## config.mk

```make
export PLATFORM = sky130hd
export DESIGN_NAME = kiss_frame_receiver
export DESIGN_NICKNAME = d
export VERILOG_FILES = /design/src/hw/rtl/kfr_pkg.sv /design/src/hw/rtl/kfr_csr.sv /design/src/hw/rtl/kfr_core.sv /design/src/hw/rtl/kfr_rsp_reg.sv /design/src/hw/rtl/kiss_frame_receiver.sv
export SDC_FILE = /design/constraint.sdc
export NUM_CORES = 1
export LEC_CHECK = 0
export ABC_AREA = 1
export BUFFER_PORTS_ARGS = -buffer_cell sky130_fd_sc_hd__buf_4
export CORE_UTILIZATION = 55
export DETAILED_ROUTE_END_ITERATION = 10
export GPL_TIMING_DRIVEN = 0
export PLACE_DENSITY = 0.8
export REMOVE_ABC_BUFFERS = 1
export SLEW_MARGIN = 10
export SYNTH_ARGS = -nofsm -noshare
export SYNTH_HDL_FRONTEND = slang
export SYNTH_SLANG_ARGS = --single-unit
```

## constraint.sdc

```tcl
create_clock -name clock -period 5.6 [get_ports clock]
set_input_delay 0.56 -clock clock [delete_from_list [all_inputs] [get_ports clock]]
set_output_delay 0.56 -clock clock [all_outputs]
set_load 0.005 [all_outputs]
```

## src/hw/rtl/kfr_pkg.sv

```systemverilog
`timescale 1ns / 1ps
// ----------------------------------------------------------------------------
// KISS frame receiver package
// Shared types, codes and reset values of the KISS frame receiver.
// ----------------------------------------------------------------------------
package kfr_pkg;

   localparam int BYTE_WIDTH      = 8;
   localparam int POS_WIDTH       = 6;
   localparam int POS_MAX         = 63;
   localparam int CSR_INDEX_WIDTH = 8;
   localparam int REQ_DATA_WIDTH  = 8;
   localparam int RSP_DATA_WIDTH  = 24;

   // Input operations.
   localparam logic OP_BYTE    = 1'b0;
   localparam logic OP_RELEASE = 1'b1;

   // Result kinds.
   localparam logic KIND_DATA  = 1'b0;
   localparam logic KIND_FRAME = 1'b1;

   // Register indexes.
   localparam logic [CSR_INDEX_WIDTH-1:0] REG_FRAME_END      = 8'd0;
   localparam logic [CSR_INDEX_WIDTH-1:0] REG_ESCAPE         = 8'd1;
   localparam logic [CSR_INDEX_WIDTH-1:0] REG_ESCAPED_END    = 8'd2;
   localparam logic [CSR_INDEX_WIDTH-1:0] REG_ESCAPED_ESCAPE = 8'd3;

   // Register reset values.
   localparam logic [BYTE_WIDTH-1:0] RESET_FRAME_END      = 8'hC0;
   localparam logic [BYTE_WIDTH-1:0] RESET_ESCAPE         = 8'hDB;
   localparam logic [BYTE_WIDTH-1:0] RESET_ESCAPED_END    = 8'hDC;
   localparam logic [BYTE_WIDTH-1:0] RESET_ESCAPED_ESCAPE = 8'hDD;

   typedef struct packed {
      logic [BYTE_WIDTH-1:0] frame_end_code;
      logic [BYTE_WIDTH-1:0] escape_code;
      logic [BYTE_WIDTH-1:0] escaped_end_code;
      logic [BYTE_WIDTH-1:0] escaped_escape_code;
   } cfg_type;

   typedef struct packed {
      logic                 kind;
      logic [BYTE_WIDTH-1:0] data_byte;
      logic [POS_WIDTH-1:0]  position;
      logic [POS_WIDTH-1:0]  frame_length;
   } result_type;

endpackage

```

## src/hw/rtl/kfr_csr.sv

```systemverilog
`timescale 1ns / 1ps
// ----------------------------------------------------------------------------
// KISS frame receiver configuration registers
// Holds the four framing codes and takes writes from the register channel.
// ----------------------------------------------------------------------------
module kfr_csr (
   input  logic                                 clock,
   input  logic                                 reset,
   input  logic                                 csr_valid,
   output logic                                 csr_ready,
   input  logic [kfr_pkg::CSR_INDEX_WIDTH-1:0]  csr_index,
   input  logic [kfr_pkg::BYTE_WIDTH-1:0]       csr_data,
   output kfr_pkg::cfg_type                     cfg
);
   import kfr_pkg::*;

   cfg_type cfg_ff;
   cfg_type cfg_in;

   assign csr_ready = 1'b1;
   assign cfg       = cfg_ff;

   always_comb begin
      cfg_in = cfg_ff;
      if (csr_valid) begin
         unique case (csr_index)
            REG_FRAME_END:      cfg_in.frame_end_code      = csr_data;
            REG_ESCAPE:         cfg_in.escape_code         = csr_data;
            REG_ESCAPED_END:    cfg_in.escaped_end_code    = csr_data;
            REG_ESCAPED_ESCAPE: cfg_in.escaped_escape_code = csr_data;
            default:            cfg_in = cfg_ff;
         endcase
      end
   end

   always_ff @(posedge clock) begin
      if (reset) begin
         cfg_ff.frame_end_code      <= RESET_FRAME_END;
         cfg_ff.escape_code         <= RESET_ESCAPE;
         cfg_ff.escaped_end_code    <= RESET_ESCAPED_END;
         cfg_ff.escaped_escape_code <= RESET_ESCAPED_ESCAPE;
      end else begin
         cfg_ff <= cfg_in;
      end
   end

endmodule

```

## src/hw/rtl/kfr_core.sv

```systemverilog
`timescale 1ns / 1ps
// ----------------------------------------------------------------------------
// KISS frame receiver decode core
// Input register, framing state and the single-pass byte decoder.
// ----------------------------------------------------------------------------
module kfr_core #(
   parameter int BUFFER_DEPTH = 64
) (
   input  logic                              clock,
   input  logic                              reset,
   input  kfr_pkg::cfg_type                  cfg,
   input  logic                              req_valid,
   output logic                              req_ready,
   input  logic                              req_op,
   input  logic [kfr_pkg::BYTE_WIDTH-1:0]    req_byte,
   output logic                              res_valid,
   input  logic                              res_ready,
   output kfr_pkg::result_type               res
);
   import kfr_pkg::*;

   // The write position saturates at the last buffer slot, and never above
   // what the position field can hold.
   localparam logic [POS_WIDTH-1:0] POS_CAP =
      POS_WIDTH'((BUFFER_DEPTH - 1 > POS_MAX) ? POS_MAX : BUFFER_DEPTH - 1);

   logic                  in_valid_ff;
   logic                  in_op_ff;
   logic [BYTE_WIDTH-1:0] in_byte_ff;

   logic                  escape_ff, escape_in;
   logic [POS_WIDTH-1:0]  pos_ff, pos_in;
   logic                  held_ff, held_in;

   logic                  has_result;
   logic                  advance;
   logic [POS_WIDTH-1:0]  pos_next;
   result_type            result;

   assign pos_next = (pos_ff == POS_CAP) ? POS_CAP : pos_ff + POS_WIDTH'(1);

   always_comb begin
      has_result = 1'b0;
      result     = '0;
      escape_in  = escape_ff;
      pos_in     = pos_ff;
      held_in    = held_ff;
      if (in_op_ff == OP_RELEASE) begin
         pos_in  = '0;
         held_in = 1'b0;
      end else if (!held_ff) begin
         if (!escape_ff) begin
            priority if (in_byte_ff == cfg.frame_end_code) begin
               // An empty frame is skipped without a result.
               if (pos_ff != '0) begin
                  has_result          = 1'b1;
                  result.kind         = KIND_FRAME;
                  result.frame_length = pos_ff;
                  held_in             = 1'b1;
               end
            end else if (in_byte_ff == cfg.escape_code) begin
               escape_in = 1'b1;
            end else begin
               has_result       = 1'b1;
               result.kind      = KIND_DATA;
               result.data_byte = in_byte_ff;
               result.position  = pos_ff;
               pos_in           = pos_next;
            end
         end else begin
            escape_in = 1'b0;
            priority if (in_byte_ff == cfg.escaped_end_code) begin
               has_result       = 1'b1;
               result.kind      = KIND_DATA;
               result.data_byte = cfg.frame_end_code;
               result.position  = pos_ff;
               pos_in           = pos_next;
            end else if (in_byte_ff == cfg.escaped_escape_code) begin
               has_result       = 1'b1;
               result.kind      = KIND_DATA;
               result.data_byte = cfg.escape_code;
               result.position  = pos_ff;
               pos_in           = pos_next;
            end else begin
               has_result = 1'b0;
            end
         end
      end
   end

   // An item that gives no result never waits on the output register.
   assign advance   = in_valid_ff && (!has_result || res_ready);
   assign req_ready = !in_valid_ff || advance;
   assign res_valid = in_valid_ff && has_result;
   assign res       = result;

   always_ff @(posedge clock) begin
      if (reset) begin
         in_valid_ff <= 1'b0;
      end else if (req_ready) begin
         in_valid_ff <= req_valid;
      end
   end

   always_ff @(posedge clock) begin
      if (req_ready && req_valid) begin
         in_op_ff   <= req_op;
         in_byte_ff <= req_byte;
      end
   end

   always_ff @(posedge clock) begin
      if (reset) begin
         escape_ff <= 1'b0;
         pos_ff    <= '0;
         held_ff   <= 1'b0;
      end else if (advance) begin
         escape_ff <= escape_in;
         pos_ff    <= pos_in;
         held_ff   <= held_in;
      end
   end

endmodule

```

## src/hw/rtl/kfr_rsp_reg.sv

```systemverilog
`timescale 1ns / 1ps
// ----------------------------------------------------------------------------
// KISS frame receiver result register
// Holds one result transaction and packs it onto the result stream.
// ----------------------------------------------------------------------------
module kfr_rsp_reg (
   input  logic                                clock,
   input  logic                                reset,
   input  logic                                res_valid,
   output logic                                res_ready,
   input  kfr_pkg::result_type                 res,
   output logic                                rsp_tvalid,
   input  logic                                rsp_tready,
   output logic [kfr_pkg::RSP_DATA_WIDTH-1:0]  rsp_tdata,
   output logic [0:0]                          rsp_tuser
);
   import kfr_pkg::*;

   logic       valid_ff;
   result_type res_ff;

   assign res_ready = !valid_ff || rsp_tready;

   always_ff @(posedge clock) begin
      if (reset) begin
         valid_ff <= 1'b0;
      end else if (res_ready) begin
         valid_ff <= res_valid;
      end
   end

   always_ff @(posedge clock) begin
      if (res_ready && res_valid) begin
         res_ff <= res;
      end
   end

   assign rsp_tvalid = valid_ff;
   assign rsp_tuser  = res_ff.kind;
   assign rsp_tdata  = {4'b0000, res_ff.frame_length, res_ff.position, res_ff.data_byte};

endmodule

```

## src/hw/rtl/kiss_frame_receiver.sv

```systemverilog
`timescale 1ns / 1ps
// ----------------------------------------------------------------------------
// KISS frame receiver
// Strips KISS framing from received serial bytes and reports data and frames.
// ----------------------------------------------------------------------------
// Usage:
//   The req stream carries one transaction per received byte (tuser 0) or a
//   release (tuser 1) that clears the write position and ends the hold.
//   The rsp stream carries at most one transaction per request: a decoded
//   byte with its buffer slot (tuser 0) or a frame-complete event with its
//   length (tuser 1). Escape and empty-frame bytes give no transaction.
//   The csr channel writes the four framing codes and is always ready. The user
//   writes it only while the block is idle; the block does not enforce this.
//   A request is registered in the input register at its accept edge, and its
//   result is loaded into the output register once that register can take it,
//   which raises rsp_tvalid. One request is taken every cycle while the rsp
//   side does not stall; a request that gives no result never waits on the
//   output register.
//   When the rsp side stalls, the output register holds its transaction and
//   the input register keeps accepting until a second result backs up.
//   Reset empties both registers, restores the default codes and clears the
//   escape flag, the write position and the hold flag.
// ----------------------------------------------------------------------------
module kiss_frame_receiver #(
   parameter int BUFFER_DEPTH = 64
) (
   input  logic                                clock,
   input  logic                                reset,
   // req_tdata: rx_byte[7:0]
   input  logic                                req_tvalid,
   output logic                                req_tready,
   input  logic [kfr_pkg::REQ_DATA_WIDTH-1:0]  req_tdata,
   // req_tuser: operation[0]
   input  logic [0:0]                          req_tuser,
   // rsp_tdata: data_byte[7:0], position[13:8], frame_length[19:14], zero[23:20]
   output logic                                rsp_tvalid,
   input  logic                                rsp_tready,
   output logic [kfr_pkg::RSP_DATA_WIDTH-1:0]  rsp_tdata,
   // rsp_tuser: kind[0]
   output logic [0:0]                          rsp_tuser,
   input  logic                                csr_valid,
   output logic                                csr_ready,
   input  logic [kfr_pkg::CSR_INDEX_WIDTH-1:0] csr_index,
   input  logic [kfr_pkg::BYTE_WIDTH-1:0]      csr_data
);
   import kfr_pkg::*;

   cfg_type    cfg;
   logic       res_valid;
   logic       res_ready;
   result_type res;

   kfr_csr u_csr (
      .clock     (clock),
      .reset     (reset),
      .csr_valid (csr_valid),
      .csr_ready (csr_ready),
      .csr_index (csr_index),
      .csr_data  (csr_data),
      .cfg       (cfg)
   );

   kfr_core #(
      .BUFFER_DEPTH (BUFFER_DEPTH)
   ) u_core (
      .clock     (clock),
      .reset     (reset),
      .cfg       (cfg),
      .req_valid (req_tvalid),
      .req_ready (req_tready),
      .req_op    (req_tuser[0]),
      .req_byte  (req_tdata[BYTE_WIDTH-1:0]),
      .res_valid (res_valid),
      .res_ready (res_ready),
      .res       (res)
   );

   kfr_rsp_reg u_rsp_reg (
      .clock      (clock),
      .reset      (reset),
      .res_valid  (res_valid),
      .res_ready  (res_ready),
      .res        (res),
      .rsp_tvalid (rsp_tvalid),
      .rsp_tready (rsp_tready),
      .rsp_tdata  (rsp_tdata),
      .rsp_tuser  (rsp_tuser)
   );

endmodule

```

## Word level (Yosys, flattened, before mapping)

Cells that the tools add are included.

- Register bits: 72

- Add/subtract/negate cells: 1
- Equal/unequal tests: 12
- Mux-type cells: 29
- Bitwise gates (word level): 4
- Reductions and logical operators: 20

Operators with widths:

| operator | number |
|---|---|
| $mux 6 | 8 |
| $mux 14 | 3 |
| $eq 8x8->1 | 4 |
| $mux 15 | 2 |
| $eq 8x2->1 const B | 2 |
| $mux 1 | 16 |
| $eq 8x1->1 const B | 1 |
| $logic_not 8->1 | 1 |
| $reduce_and 2->1 | 4 |
| $add 6x1->6 const B | 1 |
| $eq 6x6->1 const B | 1 |
| $ne 3x1->1 const B | 2 |
| $reduce_bool 6->1 | 1 |
| $reduce_and 5->1 | 1 |
| $reduce_or 5->1 | 1 |
| $logic_and 1x1->1 | 4 |
| $ne 4x3->1 const B | 1 |
| $not 1->1 | 4 |
| $logic_not 1->1 | 3 |
| $logic_or 1x1->1 | 3 |
| $reduce_and 3->1 | 1 |
| $ne 2x1->1 const B | 1 |
| $reduce_or 2->1 | 1 |

## Logic depth before layout (Yosys ltp)

Gate-level depths: netlist (run 1).

- Depth in word-level cells: 11
- Mapped depth: 16

## By module

From an unflattened synthesis (run 1), not the netlist that was laid out.

- Cell total of the unflattened synthesis: 490
- Area, all modules: 4023.9 µm²

Modules (own cells, without submodules):

| module | times used | cells each | area each (µm²) |
|---|---|---|---|
| kfr_core | 1 | 274 | 1945.6 |
| kfr_csr | 1 | 184 | 1366.3 |
| kfr_rsp_reg | 1 | 32 | 711.9 |

## Worst setup path before layout (run 1)

No wires, ideal clock.

- Path type: register to register
- Start point: reg u_core.in_byte_ff[0]
- End point: reg u_rsp_reg.res_ff, in the netlist u_rsp_reg.rsp_tdata[0] (enable)
- Library setup time: 0.400 ns
- Arrival time: 2.086 ns
- Required time: 5.200 ns
- Setup slack: 3.114 ns
- Stages on the path, launching flop included: 11
- Path buffers: 1
- Clock period less this slack: 2.486 ns
- Path through: edfxtp_1 -> buf_6 -> xnor2_1 -> nand2_1 -> nor2_2 -> nand2_1 -> nand3_1 -> nand2_1 -> clkinv_2 -> nand3_1 -> nor2_1

- Longest elaborated chain between the ends: 8
- Elaborated cells on any way between the ends: 13

Ends and longest elaborated chain:

| item | line | source |
|---|---|---|
| start: declaration | kfr_core.sv:29 | `logic [BYTE_WIDTH-1:0] in_byte_ff;` |
| start signal: assignment | kfr_core.sv:108 | `in_byte_ff <= req_byte;` |
| $eq 8x8->1, on equally long branches | kfr_core.sv:61, kfr_core.sv:78 |  |
| $mux 1, on equally long branches | kfr_core.sv:61, kfr_core.sv:78 |  |
| $mux 1, on equally long branches | kfr_core.sv:53, kfr_core.sv:72 |  |
| $mux 1 * | kfr_core.sv:52 | `if (!escape_ff) begin` |
| $mux 1 * | kfr_core.sv:51 | `end else if (!held_ff) begin` |
| $mux 1 * | kfr_core.sv:48 | `if (in_op_ff == OP_RELEASE) begin` |
| $logic_and 1x1->1 * | kfr_core.sv:94 | `assign res_valid = in_valid_ff && has_result;` |
| $logic_and 1x1->1 * | kfr_rsp_reg.sv:33 | `if (res_ready && res_valid) begin` |
| end signal: assignment | kfr_rsp_reg.sv:34 | `res_ff <= res;` |
| end: declaration | kfr_rsp_reg.sv:20 | `result_type res_ff;` |

Mark *: on every way between the ends. The rest lies on a longest branch, timed or not.
A chain may end at the register's enable or synchronous reset.

## Worst setup path in the final report (run 1)

- Start point: reg u_core.in_byte_ff[4]
- End point: out req_tready

- Longest elaborated chain between the ends: 10
- Elaborated cells on any way between the ends: 15

Ends and longest elaborated chain:

| item | line | source |
|---|---|---|
| $eq 8x8->1, on equally long branches | kfr_core.sv:61, kfr_core.sv:78 |  |
| $mux 1, on equally long branches | kfr_core.sv:61, kfr_core.sv:78 |  |
| $mux 1, on equally long branches | kfr_core.sv:53, kfr_core.sv:72 |  |
| $mux 1 * | kfr_core.sv:52 |  |
| $mux 1 * | kfr_core.sv:51 |  |
| $mux 1 * | kfr_core.sv:48 |  |
| $logic_not 1->1 * | kfr_core.sv:92 | `assign advance = in_valid_ff && (!has_result \|\| res_ready);` |
| $logic_or 1x1->1 * | kfr_core.sv:92 |  |
| $logic_and 1x1->1 * | kfr_core.sv:92 |  |
| $logic_or 1x1->1 * | kfr_core.sv:93 | `assign req_ready = !in_valid_ff \|\| advance;` |
| end: declaration | kiss_frame_receiver.sv:31 | `output logic req_tready,` |

Marks and branches as above.

==> flow_summary.json, run 1 <==
{
  "power_frac_clock": 0.393,
  "synth_top_flop_cell": "sky130_fd_sc_hd__dfxtp_1",
  "share_of_synthesized_area_spent_on_multiplexers": 0,
  "port_buffers": 52,
  "post_drt_wl_per_cell_um": 13.57,
  "detailed_place_hpwl_um": 5677,
  "global_route_wire_length_before_repair_um": 12810,
  "final-max-slew-violation-count": 0,
  "most-common-layout-cells": "sky130_fd_sc_hd__nand2_1 (95), sky130_fd_sc_hd__inv_1 (55), sky130_fd_sc_hd__buf_4 (52)",
  "static-leakage-power_nw": 1.912,
  "fraction_of_synthesized_cell_area_in_xor_and_xnor_cells": 0.04764,
  "synth.avg_cell_area_um2": 8.100,
  "path_class": "flop to primary output",
  "maxCapViolCount": 0,
  "final.setup_skew_ns": 0.008500,
  "ff2ff_setup_slack_ns": 3.41,
  "aggregate_routed_wire_length_um": 7895,
  "dr.pass1.iters": 5,
  "globalRouteOverflowTotal": 0,
  "hold_path.class": "primary input to flop",
  "peak_vdd_ir_mv": 0.1960,
  "worstHoldEndpoint": "u_core.in_byte_ff[5]",
  "tightest_slew_ns": 0.9943,
  "sw_frac_of_total": 0.2428,
  "synth_top_cells_by_area": "sky130_fd_sc_hd__edfxtp_1 (24%), sky130_fd_sc_hd__dfxtp_1 (23%), sky130_fd_sc_hd__nand2_1 (9.7%), sky130_fd_sc_hd__inv_1 (5.6%), sky130_fd_sc_hd__xnor2_1 (4.8%)",
  "timing.fmax_mhz": 390.5,
  "finalCriticalPeriod_ns": 2.561,
  "timing.critical_path.required_ns": 5.04,
  "cts.reportedPaths.clkPinSlew_ns": 0.08,
  "power.net_switching_mw": 0.2717,
  "drtIter0Drc": 278,
  "synthAdderAreaFrac": 0.006805,
  "reg2reg_from": "u_core.in_byte_ff[5]",
  "layout.filler_cells": 539,
  "max-slew-margin-rel": 0.3330,
  "dieWidth_um": 83.77,
  "floorplan.rows": 29,
  "layout.cells.most_common": "sky130_fd_sc_hd__nand2_1",
  "vias": 3056,
  "internal-power_mw": 0.8474,
  "insertedDiodeCount": 0,
  "antenna_found_initial": 0,
  "seq_power_share": 0.513,
  "cts-hold-fix-buffers": 0,
  "largest_net_degree_at_the_start_of_global_routing": 37,
  "synthToLayoutAreaGrowth_pct": 14.94,
  "clk_path_buf_depth": 2,
  "grt_setup_unrepaired": "no",
  "cts_root_buffer": "sky130_fd_sc_hd__clkbuf_8",
  "gp_congestion": 0.8937,
  "pwr_density_cell_mw_per_mm2": 264.8,
  "synthesized_area_fraction_occupied_by_ao_oa_aoi_and_oai_cells": 0.1174,
  "drc_errors": 0,
  "status": "completed",
  "syn-cell-area_mm2": 0.003677,
  "route.antenna.remaining_nets": 0,
  "tritoncts": "yes",
  "syn-instance-count": 454,
  "route.detailed.vias_per_inst": 5.251,
  "post-synth-top-area-cell": "sky130_fd_sc_hd__edfxtp_1",
  "cts_setup_buffers": 0,
  "cts_htree_levels": 3,
  "synth.distinct_cells": 30,
  "dieHeight_um": 83.77,
  "worstPathMaxFanout": 6,
  "die_area_mm2": 0.007017,
  "number_of_ports_placed_on_the_die_boundary": 58,
  "synth_simple_gate_area_frac": 0.2344,
  "layout-drive-gt1-share": 0.1901,
  "worst_skew_pair_latency_ns": 0.36,
  "worst-endpoint-arrival_ns": 2.00,
  "worstHoldPathCells": 1,
  "synth_top_family_by_area": "simple AND/OR/NAND/NOR gates",
  "async_reset_ff_frac": 0,
  "cts.repair.resized": 0,
  "final_core_util": 0.6618,
  "numCtsBuffers": 9,
  "seq_area_frac_synth": 0.4736,
  "coreArea_mm2": 0.006386,
  "setup_viol_count_final": 0,
  "final.hold.worst_slack_ns": 0.3710,
  "combinationalPowerShare": 0.095,
  "period_utilization": 0.4573,
  "yosysWarningCount": 0,
  "r2r_cells": 11,
  "cts_sinks": 72,
  "setup.worst_path.start_class": "flop",
  "via_count_of_the_first_global_routing_pass": 2854,
  "timing.rr.end": "u_core.in_byte_ff[3]",
  "end_kind": "primary output",
  "count_of_endpoints_failing_hold_in_the_final_timing_report": 0,
  "setup_tns_ns": 0,
  "synth_edf_count": 30,
  "number_of_flip_flops_and_latches_in_the_synthesized_netlist": 72,
  "initial_cell_density_of_the_core": 0.5758,
  "globalRouteTotalUtil": 0.2311,
  "yosysTopAreaCellShare": 0.2450,
  "timing.hold.worst.start": "req_tdata[5]",
  "final_nets": 532
}
==> registers in the layout, summed over array words and instances (netlist names) <==
register,cells
u_csr.cfg,32
u_rsp_reg.rsp_tdata,20
u_core.in_byte_ff,8
u_core.pos_ff,6
u_core.escape_ff,1
u_core.held_ff,1
u_core.in_op_ff,1
u_core.in_valid_ff,1
u_rsp_reg.rsp_tuser,1
u_rsp_reg.rsp_tvalid,1
==> Yosys cell counts, types with 2 or more instances <==
cell,count
sky130_fd_sc_hd__a21oi_1,28
sky130_fd_sc_hd__buf_4,8
sky130_fd_sc_hd__buf_6,7
sky130_fd_sc_hd__clkbuf_1,4
sky130_fd_sc_hd__clkbuf_8,2
sky130_fd_sc_hd__clkinv_1,2
sky130_fd_sc_hd__conb_1,2
sky130_fd_sc_hd__dfxtp_1,42
sky130_fd_sc_hd__edfxtp_1,30
sky130_fd_sc_hd__ha_1,2
sky130_fd_sc_hd__inv_1,55
sky130_fd_sc_hd__inv_2,9
sky130_fd_sc_hd__nand2_1,95
sky130_fd_sc_hd__nand2_2,3
sky130_fd_sc_hd__nand3_1,22
sky130_fd_sc_hd__nand3_2,4
sky130_fd_sc_hd__nand4_1,10
sky130_fd_sc_hd__nor2_1,42
sky130_fd_sc_hd__nor2_2,4
sky130_fd_sc_hd__nor2_4,4
sky130_fd_sc_hd__nor3_1,8
sky130_fd_sc_hd__o211ai_1,15
sky130_fd_sc_hd__o21ai_0,30
sky130_fd_sc_hd__xnor2_1,20
==> per-stage QoR <==
| step | instances | instance area, um2 | worst slack (ns) | power, mW |
|---|---|---|---|---|
| final | 582 | 4227 | 3.039 | 1.119 |
| after floorplan | 436 | 3507 | 3.098 | 0.6447 |
| after global routing | 582 | 4227 | 2.848 | 1.155 |
| after detailed placement | 566 | 4011 | 3.423 | 0.6896 |
| after CTS | 582 | 4227 | 3.057 | 1.121 |
| after global placement | 565 | 3994 | 2.623 | 0.6850 |
==> routing by layer <==
layer / vias up / routed length (um) / GRT usage
li1: 1556 / - / -
met1: 1374 / 3463 / 0.2830
met2: 112 / 3771 / 0.3917
met3: 14 / 522 / 0.04451
met4: 0 / 137 / 0.1094
met5: - / 0 / 0
==> worst max path at each step <==
stage / from / cells past startpoint / end
2_1_floorplan: u_core.in_byte_ff[0] / 9 / u_rsp_reg.rsp_tdata[0]
3_3_place_gp: u_core.in_byte_ff[6] / 9 / u_rsp_reg.rsp_tdata[5]
3_5_place_dp: u_core.in_byte_ff[5] / 11 / u_core.in_byte_ff[7]
4_1_cts: u_core.in_byte_ff[4] / 11 / req_tready
5_1_grt: u_core.in_byte_ff[4] / 11 / req_tready
6_report: u_core.in_byte_ff[4] / 11 / req_tready
==> critical path: stages, from the launching register on <==
cell,delay [ns]
sky130_fd_sc_hd__edfxtp_1,0.52
sky130_fd_sc_hd__inv_1,0.12
sky130_fd_sc_hd__nand2_1,0.06
sky130_fd_sc_hd__nand2_1,0.05
sky130_fd_sc_hd__nand2_1,0.06
sky130_fd_sc_hd__nor2_1,0.13
sky130_fd_sc_hd__nand2_1,0.11
sky130_fd_sc_hd__nand3_1,0.13
sky130_fd_sc_hd__nand2_1,0.08
sky130_fd_sc_hd__clkinv_2,0.07
sky130_fd_sc_hd__nand4_1,0.12
sky130_fd_sc_hd__buf_4,0.19
==> area by class of cell <==
cell class / count / area, um2 / area share
Tap cell: 77 / 96.34 / 0.02279
Clock inverter: 5 / 52.55 / 0.01243
Multi-Input combinational cell: 297 / 1515 / 0.3585
Sequential cell: 72 / 1742 / 0.4121
Clock buffer: 11 / 162.7 / 0.03848
Timing Repair Buffer: 53 / 405.4 / 0.09591
Inverter: 67 / 252.7 / 0.05980
==> logic make-up after synthesis <==
kind of cell / count (synthesis)
buffers and inverters: 88
xor gates and xnor gates: 20
adders and majority gates: 2
AOI/OAI and AO/OA: 77
and+or+nand+nor: 193
other: 2
DFF: 72
==> power by group through the flow <==
stage / clock network [mW] / logic, mW / registers (mW)
5_1_grt: 0.461 / 0.118 / 0.575
3_3_place_gp: 0 / 0.100 / 0.585
6_report: 0.440 / 0.106 / 0.574
4_1_cts: 0.442 / 0.105 / 0.573
2_1_floorplan: 0 / 0.0619 / 0.583
3_5_place_dp: 0 / 0.104 / 0.585
Note: power is estimated with default switching activity, not from simulation.
==> run 2, diff against run 1 <==
--- a/config.mk
+++ b/config.mk
@@ -5,7 +5,7 @@
 export SDC_FILE = /design/constraint.sdc
 export NUM_CORES = 1
 export LEC_CHECK = 0
-export ABC_AREA = 1
+export ABC_AREA = 0
 export BUFFER_PORTS_ARGS = -buffer_cell sky130_fd_sc_hd__buf_4
 export CORE_UTILIZATION = 55
 export DETAILED_ROUTE_END_ITERATION = 10
==> constraint.sdc (replaced) <==
create_clock -name clock -period 2.5 [get_ports clock]
set_input_delay 0.25 -clock clock [delete_from_list [all_inputs] [get_ports clock]]
set_output_delay 0.25 -clock clock [all_outputs]
set_load 0.005 [all_outputs]
==> run 2 against run 1 <==
The flow now finishes with violations (negative setup slack). Largest cell class is now multi-input combinational cells. Worst hold slack lost 0.28 ns. Wire length grew 3.1%. Combinational power grew 110%.
==> flow_summary.json, run 2 <==
{
  "final-max-slew-violation-count": 0,
  "synthToLayoutAreaGrowth_pct": 25.33,
  "maxCapViolCount": 0,
  "die_area_mm2": 0.006819,
  "crit_chain": "xnor2_1 > nand4_1 > o211ai_1 > a21oi_2 > or4_4 > or2_4 > buf_4",
  "detailed_place_hpwl_um": 5211,
  "route.detailed.vias_per_inst": 5.833,
  "async_reset_ff_frac": 0,
  "gp_congestion": 0.9178,
  "worst-endpoint-arrival_ns": 2.51,
  "aggregate_routed_wire_length_um": 8138,
  "largest_register_ffs": 32,
  "worstHoldPathCells": 1,
  "initial_cell_density_of_the_core": 0.5858,
  "dp_slack_ns": -0.07071,
  "yosysTopAreaCellShare": 0.2523,
  "synth.distinct_cells": 52,
  "dieWidth_um": 82.58,
  "synth_top_cells_by_area": "sky130_fd_sc_hd__edfxtp_1 (25%), sky130_fd_sc_hd__dfxtp_1 (24%), sky130_fd_sc_hd__nand2_1 (4.6%), sky130_fd_sc_hd__xor2_1 (3.7%), sky130_fd_sc_hd__mux2i_1 (2.8%)",
  "final.setup_skew_ns": 0.004473,
  "postLayoutCellArea_mm2": 0.004476,
  "largest_net_degree_at_the_start_of_global_routing": 44,
  "number_of_flip_flops_and_latches_in_the_synthesized_netlist": 72,
  "cp_top_family": "simple AND/OR/NAND/NOR gates",
  "timing.rr.end": "u_core.in_byte_ff[7]",
  "layout-drive-gt1-share": 0.3260,
  "yosysWarningCount": 0,
  "fin_ws_ns": -0.2595,
  "clk_path_buf_depth": 2,
  "setup_viol_count_final": 31,
  "timing.hold.worst.start": "req_tdata[3]",
  "syn-cell-area_mm2": 0.003571,
  "drc_errors": 0,
  "cp.buffers_inverters": 1,
  "port_buffers": 52,
  "global_route_wire_length_before_repair_um": 12140,
  "period_utilization": 1.104,
  "postPlaceCellArea_mm2": 0.003928,
  "synth_top_flop_cell": "sky130_fd_sc_hd__dfxtp_1",
  "max-slew-margin-rel": 0.3596,
  "number_of_ports_placed_on_the_die_boundary": 58,
  "timing.fmax_mhz": 362.4,
  "worst_skew_pair_latency_ns": 0.34,
  "failed_checks": "negative setup slack",
  "critical_path.slowest_cell": "sky130_fd_sc_hd__edfxtp_1",
  "route.antenna.remaining_nets": 0,
  "r2r_cells": 9,
  "path_class": "flop to primary output",
  "finalCriticalPeriod_ns": 2.759,
  "syn-instance-count": 335,
  "layout.cells.most_common": "sky130_fd_sc_hd__buf_4",
  "most_frequent_cell_after_synthesis": "sky130_fd_sc_hd__nand2_1",
  "synth.avg_cell_area_um2": 10.66,
  "final_nets": 438,
  "end_kind": "primary output",
  "worstHoldEndpoint": "u_core.in_byte_ff[3]",
  "layout.filler_cells": 431,
  "globalRouteOverflowTotal": 0,
  "numCtsBuffers": 9,
  "tritoncts": "yes",
  "most-common-layout-cells": "sky130_fd_sc_hd__buf_4 (75), sky130_fd_sc_hd__nand2_1 (43), sky130_fd_sc_hd__dfxtp_1 (42)",
  "count_of_endpoints_failing_hold_in_the_final_timing_report": 0,
  "synth_edf_count": 30,
  "antenna_found_initial": 0,
  "post_drt_wl_per_cell_um": 16.74,
  "drtIter0Drc": 293,
  "insertedDiodeCount": 0,
  "hold_path.class": "primary input to flop",
  "status": "finished with violations",
  "max_stage_delay_ns": 0.53,
  "dr.pass1.iters": 5,
  "via_count_of_the_first_global_routing_pass": 2565,
  "grt_setup_unrepaired": "yes",
  "setup.worst_path.start_class": "flop",
  "globalRouteTotalUtil": 0.2416,
  "peak_vdd_ir_mv": 0.3473,
  "vias": 2835,
  "worstPathMaxFanout": 4,
  "reg2reg_from": "u_core.in_byte_ff[2]",
  "pwr_density_cell_mw_per_mm2": 501.5,
  "ff2ff_setup_slack_ns": -0.17,
  "tightest_slew_ns": 0.9570,
  "cts_root_buffer": "sky130_fd_sc_hd__clkbuf_8",
  "floorplan.rows": 28,
  "static-leakage-power_nw": 1.709,
  "final_core_util": 0.7342,
  "most_common_library_cells_after_synthesis": "sky130_fd_sc_hd__nand2_1 (44), sky130_fd_sc_hd__dfxtp_1 (42), sky130_fd_sc_hd__edfxtp_1 (30), sky130_fd_sc_hd__nor2_1 (22), sky130_fd_sc_hd__xor2_1 (15)",
  "timing.critical_path.required_ns": 2.25,
  "cts_htree_levels": 3,
  "coreArea_mm2": 0.006096,
  "cts_sinks": 72,
  "dieHeight_um": 82.58,
  "post-synth-top-area-cell": "sky130_fd_sc_hd__edfxtp_1",
  "final.hold.worst_slack_ns": 0.08631,
  "seq_area_frac_synth": 0.4877,
  "cts.reportedPaths.clkPinSlew_ns": 0.07
}
## run 2: cell types whose count changed after synthesis, sizes merged, moves of 9 or more
| cell | change |
|---|---|
| mux2i | +10 |
| nor4 | +9 |
| nand3b | +13 |
| nor2 | -28 |
| o211ai | -14 |
| xor2 | +16 |
| nand3 | -18 |
| o21ai | -27 |
| and2 | +12 |
| a21oi | -16 |
| inv | -58 |
| nand2 | -54 |
## run 2: worst max-delay path by stage
stage,startpoint,to,slack (ns),cells past startpoint
2_1_floorplan,u_core.in_byte_ff[0],u_rsp_reg.rsp_tdata[0],-0.55,5
3_3_place_gp,u_core.in_byte_ff[0],u_rsp_reg.rsp_tdata[7],-0.95,5
3_5_place_dp,u_core.in_byte_ff[7],u_core.in_byte_ff[0],-0.07,6
4_1_cts,u_core.in_byte_ff[1],req_tready,-0.25,7
5_1_grt,u_core.in_byte_ff[2],req_tready,-0.34,7
6_report,u_core.in_byte_ff[2],req_tready,-0.26,7
## run 2: final cells by class
type                            instances  area (um2)  area share
Clock buffer                           14       142.6     0.03187
Clock inverter                          2       10.01    0.002237
Inverter                                6       22.52    0.005032
Multi-Input combinational cell        236        1805      0.4034
Sequential cell                        72        1742      0.3892
Tap cell                               75       93.84     0.02097
Timing Repair Buffer                   81       659.4      0.1473
## run 2: cell families after synthesis
group,share of synthesized area
adders and majority gates,0.007007
xor gates and xnor gates,0.09320
muxes,0.02803
other,0.002103
AOI/OAI and AO/OA,0.1069
and+or+nand+nor,0.2214
DFF,0.4877
buffers and inverters,0.05361
## run 2: what timing repair did
action / CTS / global route
pin swaps: 9 / 15
hold buffers: 0 / 0
setup buffers: 15 / 13
cloned: 2 / 0
setup endpoints to repair: 31 / 48
resized for setup: 7 / 22
## run 2: per-stage QoR
stage,power [mW],TNS (ns),cells
floorplan,1.371,-11.55,313
global placement,1.456,-24.56,440
detailed placement,1.464,-0.8559,442
CTS,2.220,-3.908,475
global route,2.315,-6.752,486
finish,2.244,-3.721,486
## run 2: metal layers
metal | wire length [um] | up-vias | part of all wire | global-route usage
met1 | 3420 | 1368 | 0.42 | 0.3059
met2 | 4067 | 123 | 0.50 | 0.4041
met4 | 158 | 0 | 0.019 | 0.1034
met3 | 491 | 20 | 0.060 | 0.04396
met5 | 0 | - | 0 | 0
li1 | - | 1324 | - | -
## run 2: power by group
part / internal [mW] / switching [mW] / total (mW)
logic: 0.117 / 0.109 / 0.226
clock network: 0.359 / 0.396 / 0.755
registers: 1.24 / 0.0204 / 1.26
==> run 3, diff against run 2 <==
--- a/config.mk
+++ b/config.mk
@@ -11,7 +11,9 @@
 export DETAILED_ROUTE_END_ITERATION = 10
 export GPL_TIMING_DRIVEN = 0
 export PLACE_DENSITY = 0.8
+export RECOVER_POWER = 100
 export REMOVE_ABC_BUFFERS = 1
+export SKIP_CTS_REPAIR_TIMING = 1
 export SLEW_MARGIN = 10
 export SYNTH_ARGS = -nofsm -noshare
 export SYNTH_HDL_FRONTEND = slang
==> run 3 against run 2 <==
The run still ends with negative setup slack left. Register-to-register slack improved by 0.02 ns. Clock power is essentially flat. Core utilization shrank 4.8 points. Setup slack got worse by 0.069 ns. Die area is the same.
==> flow_summary.json, run 3 (synthesis gave the netlist of run 2 again) <==
{
  "status": "finished with violations",
  "failed_checks": "negative setup slack",
  "maxCapViolCount": 0,
  "largest_register_ffs": 32,
  "worstPathMaxFanout": 4,
  "fin_ws_ns": -0.3288,
  "setup_viol_count_final": 46,
  "layout.filler_cells": 495,
  "worstHoldEndpoint": "u_core.in_byte_ff[0]",
  "final-max-slew-violation-count": 0,
  "synthToLayoutAreaGrowth_pct": 17.13,
  "r2r_cells": 8,
  "drc_errors": 0,
  "cts_htree_levels": 3,
  "largest_net_degree_at_the_start_of_global_routing": 44,
  "layout.cells.most_common": "sky130_fd_sc_hd__nand2_1",
  "worstHoldPathCells": 1,
  "globalRouteOverflowTotal": 0,
  "tightest_slew_ns": 0.9609,
  "vias": 2702,
  "port_buffers": 52,
  "timing.fmax_mhz": 353.5,
  "worst-endpoint-arrival_ns": 2.58,
  "ff2ff_setup_slack_ns": -0.15,
  "timing.hold.worst.start": "req_tdata[0]",
  "detailed_place_hpwl_um": 5211,
  "peak_vdd_ir_mv": 0.3522,
  "count_of_endpoints_failing_hold_in_the_final_timing_report": 0,
  "fin_total_pwr_mw": 2.203,
  "hold_path.class": "primary input to flop",
  "period_utilization": 1.132,
  "clk_path_buf_depth": 2,
  "final_nets": 425,
  "static-leakage-power_nw": 1.547,
  "most-common-layout-cells": "sky130_fd_sc_hd__nand2_1 (44), sky130_fd_sc_hd__dfxtp_1 (42), sky130_fd_sc_hd__buf_4 (33)",
  "dieHeight_um": 82.58,
  "insertedDiodeCount": 0,
  "numCtsBuffers": 9,
  "via_count_of_the_first_global_routing_pass": 2482,
  "route.detailed.vias_per_inst": 5.712,
  "die_area_mm2": 0.006819,
  "initial_cell_density_of_the_core": 0.5858,
  "final.setup_skew_ns": 0.005550,
  "globalRouteTotalUtil": 0.2343,
  "dr.pass1.iters": 8,
  "path_class": "flop to primary output",
  "coreArea_mm2": 0.006096,
  "aggregate_routed_wire_length_um": 7619,
  "cts_root_buffer": "sky130_fd_sc_hd__clkbuf_8",
  "finalCriticalPeriod_ns": 2.829,
  "post_drt_wl_per_cell_um": 16.11,
  "pwr_density_cell_mw_per_mm2": 526.8,
  "drtIter0Drc": 269,
  "reg2reg_from": "u_core.in_byte_ff[1]",
  "dieWidth_um": 82.58,
  "global_route_wire_length_before_repair_um": 11740,
  "timing.rr.end": "u_core.in_byte_ff[3]",
  "layout-drive-gt1-share": 0.2563,
  "cts_sinks": 72,
  "gp_congestion": 0.9178,
  "worst_skew_pair_latency_ns": 0.34,
  "tritoncts": "yes",
  "final_core_util": 0.6862,
  "route.antenna.remaining_nets": 0,
  "grt_setup_unrepaired": "yes",
  "max-slew-margin-rel": 0.3570,
  "timing.critical_path.required_ns": 2.25,
  "antenna_found_initial": 0,
  "cts.reportedPaths.clkPinSlew_ns": 0.07,
  "floorplan.rows": 28,
  "end_kind": "primary output",
  "number_of_ports_placed_on_the_die_boundary": 58,
  "setup.worst_path.start_class": "flop"
}
run 3: power breakdown:
part	internal (mW)	total [mW]	switching, mW
Combinational	0.0918	0.183	0.0914
Clock	0.359	0.752	0.393
Sequential	1.24	1.27	0.0243
run 3: stage by stage:
| step | hold slack, ns | setup TNS [ns] | area [um2] | setup WS, ns | std cells |
|---|---|---|---|---|---|
| after floorplan | 0.3124 | -11.55 | 3413 | -0.5485 | 313 |
| after global placement | 0.4279 | -24.56 | 3897 | -0.9546 | 440 |
| after detailed placement | 0.4295 | -0.8559 | 3928 | -0.07071 | 442 |
| after CTS | 0.07986 | -1.574 | 4080 | -0.3730 | 458 |
| after global routing | 0.09633 | -8.935 | 4183 | -0.4406 | 473 |
| final | 0.1094 | -2.336 | 4183 | -0.3288 | 473 |
run 3: cell type report:
class | count | area (um2) | area share
flip-flops and latches | 72 | 1742 | 0.4164
multi-input cells | 236 | 1678 | 0.4011
repair buffers | 68 | 494.2 | 0.1182
clock buffers | 14 | 142.6 | 0.03410
well taps | 75 | 93.84 | 0.02243
inverters | 6 | 22.52 | 0.005384
clock inverters | 2 | 10.01 | 0.002393
run 3: worst max-delay path by stage:
stage                         start                endpoint  cells past startpoint
3_5_place_dp   u_core.in_byte_ff[7]    u_core.in_byte_ff[0]                      6
2_1_floorplan  u_core.in_byte_ff[0]  u_rsp_reg.rsp_tdata[0]                      5
4_1_cts        u_core.in_byte_ff[0]              req_tready                      7
6_report       u_core.in_byte_ff[1]              req_tready                      7
5_1_grt        u_core.in_byte_ff[1]              req_tready                      7
3_3_place_gp   u_core.in_byte_ff[0]  u_rsp_reg.rsp_tdata[7]                      5
run 3: metal layers:
layer  GRT usage  share of wire
met5           0              0
met4      0.1034          0.015
met3     0.04396          0.063
met2      0.3901           0.50
met1      0.2962           0.42
run 3: critical path, stage by stage (launching register included):
cell	delay, ns
sky130_fd_sc_hd__edfxtp_1	0.54
sky130_fd_sc_hd__xnor2_1	0.31
sky130_fd_sc_hd__nand4_1	0.12
sky130_fd_sc_hd__o211ai_1	0.31
sky130_fd_sc_hd__a21oi_2	0.13
sky130_fd_sc_hd__or4_4	0.45
sky130_fd_sc_hd__or2_4	0.25
sky130_fd_sc_hd__buf_4	0.13
